`config.mk`:
```
export PLATFORM = sky130hd
export DESIGN_NAME = dual_servo_linear_ramp_unit
export DESIGN_NICKNAME = d
export VERILOG_FILES = /design/src/rtl/core/dslr_pkg.sv /design/src/rtl/core/dual_servo_linear_ramp_unit.sv
export SDC_FILE = /design/constraint.sdc
export NUM_CORES = 1
export LEC_CHECK = 0
export BUFFER_PORTS_ARGS = -buffer_cell sky130_fd_sc_hd__buf_2
export CAP_MARGIN = 20
export CORE_AREA = 2 2 182 228
export CTS_BUF_LIST = sky130_fd_sc_hd__clkbuf_16
export DETAILED_ROUTE_END_ITERATION = 16
export DIE_AREA = 0 0 184 230
export PLACE_DENSITY = 0.7
export SKIP_CTS_REPAIR_TIMING = 1
export SYNTH_ARGS = -nofsm -noshare
export SYNTH_HDL_FRONTEND = slang
export SYNTH_SLANG_ARGS = --single-unit
```
`constraint.sdc`:
```
create_clock -name clk_i -period 11.4 [get_ports clk_i]
set_input_delay 1.14 -clock clk_i [delete_from_list [all_inputs] [get_ports clk_i]]
set_output_delay 1.14 -clock clk_i [all_outputs]
set_load 0.01 [all_outputs]
```
`src/rtl/core/dslr_pkg.sv`:
```
// Package for the dual servo linear ramp: field widths, compare constants, FSM states.
`timescale 1ns / 1ps
`default_nettype none
package dslr_pkg;

  localparam int unsigned POS_IN_W  = 12;  // target field width
  localparam int unsigned STEP_W    = 6;   // step count / index width
  localparam int unsigned HOLD_W    = 16;  // hold time width
  localparam int unsigned CMP_W     = 12;  // compare field width
  localparam int unsigned IN_DATA_W  = 48; // 46 field bits, padded to bytes
  localparam int unsigned OUT_DATA_W = 48; // 46 field bits, padded to bytes

  localparam logic [CMP_W-1:0] RIGHT_BASE = 12'd500;
  localparam logic [CMP_W-1:0] LEFT_BASE  = 12'd2500;  // 500 + 2000 span

  typedef enum logic [2:0] {
    ST_IDLE,
    ST_MUL,
    ST_LOAD,
    ST_DIV,
    ST_OUT
  } state_e;

endpackage
`default_nettype wire

```
`src/rtl/core/dual_servo_linear_ramp_unit.sv`:
```
// Dual servo linear ramp: move requests in, interpolated PWM compare words out.
// Per move: a multiply, then for each interpolation point a load, a bit-serial
// restoring division and an output word; a move of s steps (saturated to MAX_STEPS)
// emits s + 1 words (one if s is 0).
// One move at a time: the input is ready again the cycle after the final word is taken.
// Reset (async, active low): both stored targets clear to zero, the sequencer goes idle.
`timescale 1ns / 1ps
`default_nettype none
module dual_servo_linear_ramp_unit
  import dslr_pkg::*;
#(
  parameter int unsigned MAX_STEPS = 63,  // 1..63, larger step counts saturate here
  parameter int unsigned POS_BITS  = 12   // 8..16, stored target width
) (
  input  wire logic                  clk_i,
  input  wire logic                  rst_ni,
  // input word, fields from bit 0 up: target_right[11:0], target_left[11:0],
  // step_count[5:0], hold_ms[15:0], two zero pad bits
  input  wire logic                  s_axis_tvalid,
  output logic                       s_axis_tready,
  input  wire logic [IN_DATA_W-1:0]  s_axis_tdata,
  // output word, fields from bit 0 up: right_compare[11:0], left_compare[11:0],
  // step_index[5:0], hold_time[15:0], two zero pad bits
  output logic                       m_axis_tvalid,
  input  wire logic                  m_axis_tready,
  output logic [OUT_DATA_W-1:0]      m_axis_tdata,
  output logic                       m_axis_tlast     // last_step
);

  // Numerator num = last * den + delta * i; |num| < 2^(POS_BITS+5), plus headroom.
  localparam int unsigned NUM_W = POS_BITS + 7;
  localparam int unsigned CNT_W = $clog2(NUM_W);
  localparam logic [CNT_W-1:0]  CNT_LAST = CNT_W'(NUM_W - 1);
  localparam logic [STEP_W-1:0] MAX_S    = STEP_W'(MAX_STEPS);

  state_e state_q, state_d;

  logic in_acc, out_acc;
  assign in_acc  = s_axis_tvalid && s_axis_tready;
  assign out_acc = m_axis_tvalid && m_axis_tready;

  // input fields
  logic [POS_IN_W-1:0] in_tr, in_tl;
  logic [STEP_W-1:0]   in_steps, steps_sat;
  logic [HOLD_W-1:0]   in_hold;
  logic                in_zero;
  assign in_tr     = s_axis_tdata[11:0];
  assign in_tl     = s_axis_tdata[23:12];
  assign in_steps  = s_axis_tdata[29:24];
  assign in_hold   = s_axis_tdata[45:30];
  assign steps_sat = (in_steps > MAX_S) ? MAX_S : in_steps;
  assign in_zero   = (steps_sat == '0);

  // lane 0 = right arm, lane 1 = left arm
  logic signed [POS_BITS-1:0] tgt [2];
  assign tgt[0] = $signed(POS_BITS'(in_tr));
  assign tgt[1] = $signed(POS_BITS'(in_tl));

  logic signed [POS_BITS-1:0] prev_q [2];   // last target per arm
  logic signed [POS_BITS-1:0] base_q [2];   // ramp start (target itself for a jump)
  logic signed [NUM_W-1:0]    delta_q [2];  // target - last
  logic signed [NUM_W-1:0]    num_q [2];    // running numerator
  logic [NUM_W-1:0]           dvd_q [2];    // dividend in, quotient out, one bit a cycle
  logic [STEP_W-1:0]          rem_q [2];    // partial remainder, below den
  logic [STEP_W-1:0]          den_q;        // divisor: step count, or 1 for a jump
  logic [STEP_W-1:0]          end_q;        // index of the final point
  logic [STEP_W-1:0]          idx_q;
  logic [HOLD_W-1:0]          hold_q;
  logic [CNT_W-1:0]           cnt_q;
  logic [CMP_W-1:0]           right_q, left_q;
  logic                       last_q;

  // one restoring division step per lane
  logic [STEP_W:0]  rem_sh [2];
  logic [STEP_W:0]  rem_nx [2];
  logic             q_bit  [2];
  logic [NUM_W-1:0] quo_nx [2];
  logic [CMP_W-1:0] left_ceil;

  always_comb begin
    for (int l = 0; l < 2; l++) begin
      rem_sh[l] = {rem_q[l], dvd_q[l][NUM_W-1]};
      q_bit[l]  = (rem_sh[l] >= {1'b0, den_q});
      rem_nx[l] = q_bit[l] ? (rem_sh[l] - {1'b0, den_q}) : rem_sh[l];
      quo_nx[l] = {dvd_q[l][NUM_W-2:0], q_bit[l]};
    end
    // left side uses the ceiling: bump the quotient on a nonzero remainder
    left_ceil = quo_nx[1][CMP_W-1:0] + CMP_W'(rem_nx[1] != '0);
  end

  // next state
  always_comb begin
    state_d = state_q;
    case (state_q)
      ST_IDLE: if (in_acc) state_d = ST_MUL;
      ST_MUL:  state_d = ST_LOAD;
      ST_LOAD: state_d = ST_DIV;
      ST_DIV:  if (cnt_q == CNT_LAST) state_d = ST_OUT;
      ST_OUT: begin
        if (out_acc) state_d = last_q ? ST_IDLE : ST_LOAD;
      end
      default: state_d = ST_IDLE;
    endcase
  end

  // handshake outputs
  always_comb begin
    s_axis_tready = 1'b0;
    m_axis_tvalid = 1'b0;
    case (state_q)
      ST_IDLE: s_axis_tready = 1'b1;
      ST_OUT:  m_axis_tvalid = 1'b1;
      default: ;
    endcase
  end

  assign m_axis_tdata = {2'b00, hold_q, idx_q, left_q, right_q};
  assign m_axis_tlast = last_q;

  always_ff @(posedge clk_i or negedge rst_ni) begin
    if (!rst_ni) begin
      state_q   <= ST_IDLE;
      prev_q[0] <= '0;
      prev_q[1] <= '0;
      cnt_q     <= '0;
    end else begin
      state_q <= state_d;
      if (in_acc) begin
        for (int l = 0; l < 2; l++) prev_q[l] <= tgt[l];
      end
      case (state_q)
        ST_LOAD: cnt_q <= '0;
        ST_DIV:  cnt_q <= cnt_q + CNT_W'(1);
        default: ;
      endcase
    end
  end

  // datapath, no reset needed
  always_ff @(posedge clk_i) begin
    case (state_q)
      ST_IDLE: begin
        if (in_acc) begin
          for (int l = 0; l < 2; l++) begin
            base_q[l]  <= in_zero ? tgt[l] : prev_q[l];
            delta_q[l] <= NUM_W'(tgt[l]) - NUM_W'(prev_q[l]);
          end
          den_q  <= in_zero ? STEP_W'(1) : steps_sat;
          end_q  <= in_zero ? '0 : steps_sat;
          idx_q  <= '0;
          hold_q <= in_hold;
        end
      end
      ST_MUL: begin
        for (int l = 0; l < 2; l++)
          num_q[l] <= NUM_W'(base_q[l]) * $signed(NUM_W'({1'b0, den_q}));
      end
      ST_LOAD: begin
        // a point at or below zero clamps: dividing zero gives floor = ceil = 0
        for (int l = 0; l < 2; l++) begin
          dvd_q[l] <= (num_q[l] > 0) ? NUM_W'(num_q[l]) : '0;
          rem_q[l] <= '0;
        end
      end
      ST_DIV: begin
        for (int l = 0; l < 2; l++) begin
          dvd_q[l] <= quo_nx[l];
          rem_q[l] <= rem_nx[l][STEP_W-1:0];
        end
        if (cnt_q == CNT_LAST) begin
          right_q <= RIGHT_BASE + quo_nx[0][CMP_W-1:0];
          left_q  <= LEFT_BASE - left_ceil;
          last_q  <= (idx_q == end_q);
        end
      end
      ST_OUT: begin
        if (out_acc) begin
          for (int l = 0; l < 2; l++) num_q[l] <= num_q[l] + delta_q[l];
          idx_q <= idx_q + STEP_W'(1);
        end
      end
      default: ;
    endcase
  end

endmodule
`default_nettype wire

```
==> reports/qor.csv <==
stage;metric;value;unit
power;Comb pwr share;0.345;
cts;root buf cell;clkbuf_16;
power;switching power;1070;uW
power;PwrDens;162;nW/um^2
timing;worst hold margin;493;ps
worst_setup_path;critical path class;flop to flop;
floorplan;Core Rows;82;
synthesis;Most used DFF post-synth;edfxtp_1;
floorplan;core area;40000;um^2
final_layout;FF+latch area;6570;um^2
final_layout;Fillers;3670;
cts;worst skew pair latency;530;ps
final_layout;layout cells sized above 1;0.107;
timing;relative slew slack;0.339;
drt;WL per Instance;15.4;um
floorplan;Die X;184;um
global_routing;initial antenna violation count;1;
floorplan;Initial Util;0.445;
timing;final hold violation count;0;
place;IO buf count;98;
cts;CTS clk-pin slew, worst paths;60;ps
global_routing;first-pass GRT wire length;60.9;mm
drt;drt first pass iters;5;
drt;post-DR vias/cell;5.29;
synthesis;Synth area leader;edfxtp_1;
worst_setup_path;Buf/Inv on CP;4;
worst_setup_path;Crit Path Max Fanout;26;
synthesis;EDFF count, synth;192;
global_routing;vias in the first global route;12800;
cts;Num CTS Buffers;25;
final_layout;final cell count without fillers;2348;
drt;final WL;36.2;mm
synthesis;Syn Inst Count;1735;
place;DP Wirelength;28.1;mm
global_routing;largest net degree at the start of global routing;95;
timing;Setup TNS Final;0;ps
floorplan;# IOs;103;
timing;Max Freq;183;MHz
place;Post-Place Cells;2301;
worst_setup_path;Critical Path RT;11650;ps
final_layout;Multi-input gate area;10200;um^2
cts;CTS sink cnt;224;
synthesis;Avg Inst Size Synth;10.3;um^2
power;Leakage;0.00880;uW
final_layout;most common cell after layout, fill and taps aside;inv_1;
power;Clock Power Share;0.250;
cts;H-tree depth;1;
synthesis;Syn Std Cell Area;17800;um^2
floorplan;die area;42300;um^2
drt;ANT nets after route;0;
drt;initial DRC count;696;
global_routing;total congestion overflow;0;
final_layout;Post-layout nets;2147;
floorplan;die height;230;um
worst_setup_path;Critical Path AT;5720;ps
worst_hold_path;HP Class;flop to flop;
worst_setup_path;CP Launch Type;flop;
timing;RSZ-0062 raised after global routing;no;
power;Flop pwr share;0.405;
synthesis;Yosys top cell area share;0.323;
worst_setup_path;Worst path slowest cell;edfxtp_1;
cts;clk buf depth;3;
synthesis;Yosys Warn Count;0;
worst_setup_path;critical path, cell by cell;and2_1 -> fa_1 -> inv_1 -> fa_1 -> inv_1 -> fa_1 -> inv_1 -> fa_1 -> inv_1 -> ha_1 -> a21oi_1 -> o31ai_1 -> o22a_1 -> a21oi_1 -> nand2b_1 -> a21oi_1 -> xor2_1 -> mux2i_1;
drt;number of remaining DRC errors;0;
run;maximum capacitance violations;0;
timing;crit path time final;5470;ps
final_layout;area growth from synthesis to layout;10.3;%
timing;setup violators final;0;
power;Internal;2110;uW
synthesis;Synth async-reset ratio;0.143;
synthesis;Yosys reg bits;224;
run_status;status;finished clean;
timing;Setup Skew;12.8;ps
synthesis;count of cell types in the netlist;73;
place;Final GP Congestion;0.841;
final_layout;Final Util;0.491;
power;Switching Fraction;0.337;
worst_setup_path;slowest stage delay, CP;780;ps
drt;via count;12400;
timing;Tcrit/Tclk final;0.480;
power;worst vdd ir;0.118;mV
global_routing;All-Layer GR Usage;0.174;
power;Final Power;3190;uW
worst_setup_path;crit-path leading delay family;adder cells;
synthesis;sequential area share after synthesis;0.368;
final_layout;most frequent cells in the layout;246 x inv_1, 192 x edfxtp_1, 163 x ha_1;
timing;Worst-Margin Slew;992;ps
synthesis;Synth area leaders;edfxtp_1 32%, fa_1 12%, ha_1 11%;
cts;CTS tree;yes;
worst_setup_path;CP endpoint kind;flop;
timing;max-slew violation count;0;
cell usage after synthesis, types with 14 or more instances:
library cell	instances
a21o_1	23
a21oi_1	61
a22o_1	26
and2_1	123
clkbuf_1	39
dfrtp_1	32
edfxtp_1	192
fa_1	108
ha_1	163
inv_1	239
mux2_2	24
mux2i_1	15
nand2_1	138
nand2b_1	14
nand3_1	29
nor2_1	75
nor3_1	42
o21a_1	14
o21ai_0	75
o21ai_1	18
xnor2_1	66
xor2_1	46
routing by layer:
layer | GRT usage | wire [um] | vias to the layer above
met5 | 0 | 13 | -
met4 | 0.0325 | 407 | 2
met3 | 0.0374 | 2090 | 37
met2 | 0.289 | 16700 | 252
met1 | 0.237 | 17000 | 6001
li1 | - | - | 6120
power groups by stage:
stage	clock network, uW	logic, uW	registers, uW
6_report	797	1100	1290
5_1_grt	847	1250	1310
4_1_cts	818	1100	1290
3_5_place_dp	0	1100	1310
3_3_place_gp	0	1060	1300
2_1_floorplan	0	870	1270
state kept, by name (all words and copies together), names as in the netlist, 12 cells and up:
register,cells
base_q,24
delta_q,26
dvd_q,38
hold_q,16
left_q,12
num_q,38
prev_q,24
rem_q,12
right_q,12
final timing paths:
check / startpoint / slack (ps) / endpoint / depth (start not counted)
hold / removal: dvd_q[0][0] / 490 / right_q[1] / 0
min in group asynchronous: rst_ni / 710 / cnt_q[0] / 1
setup reg to reg: den_q[2] / 5930 / num_q[0][34] / 18
hold reg to reg: dvd_q[0][0] / 490 / right_q[1] / 0
setup / recovery: den_q[2] / 5930 / num_q[0][34] / 18
max in group asynchronous: rst_ni / 10100 / prev_q[5] / 1
logic make-up after synthesis:
| kind of cell | synth area share |
|---|---|
| compound gates | 0.114 |
| xor+xnor | 0.0550 |
| fa+ha+maj | 0.236 |
| buf+inv | 0.0614 |
| flops | 0.368 |
| mux | 0.0236 |
| other cells | 0.000210 |
| simple gates | 0.142 |
area by class of cell:
| class | instances | share of cell area |
|---|---|---|
| inverters | 242 | 0.0462 |
| well taps | 504 | 0.0321 |
| diodes | 1 | 0.000127 |
| repair buffers | 107 | 0.0284 |
| clock inverters | 21 | 0.00904 |
| flip-flops and latches | 224 | 0.334 |
| multi-input cells | 1224 | 0.518 |
| clock buffers | 25 | 0.0318 |
per-stage QoR:
step,setup WS (ps),area (um^2)
floorplan,6520,17800
global placement,5950,18800
detailed placement,5900,18800
CTS,5900,19600
global route,5560,19600
finish,5930,19700
Note: power is estimated with default switching activity, not from simulation.
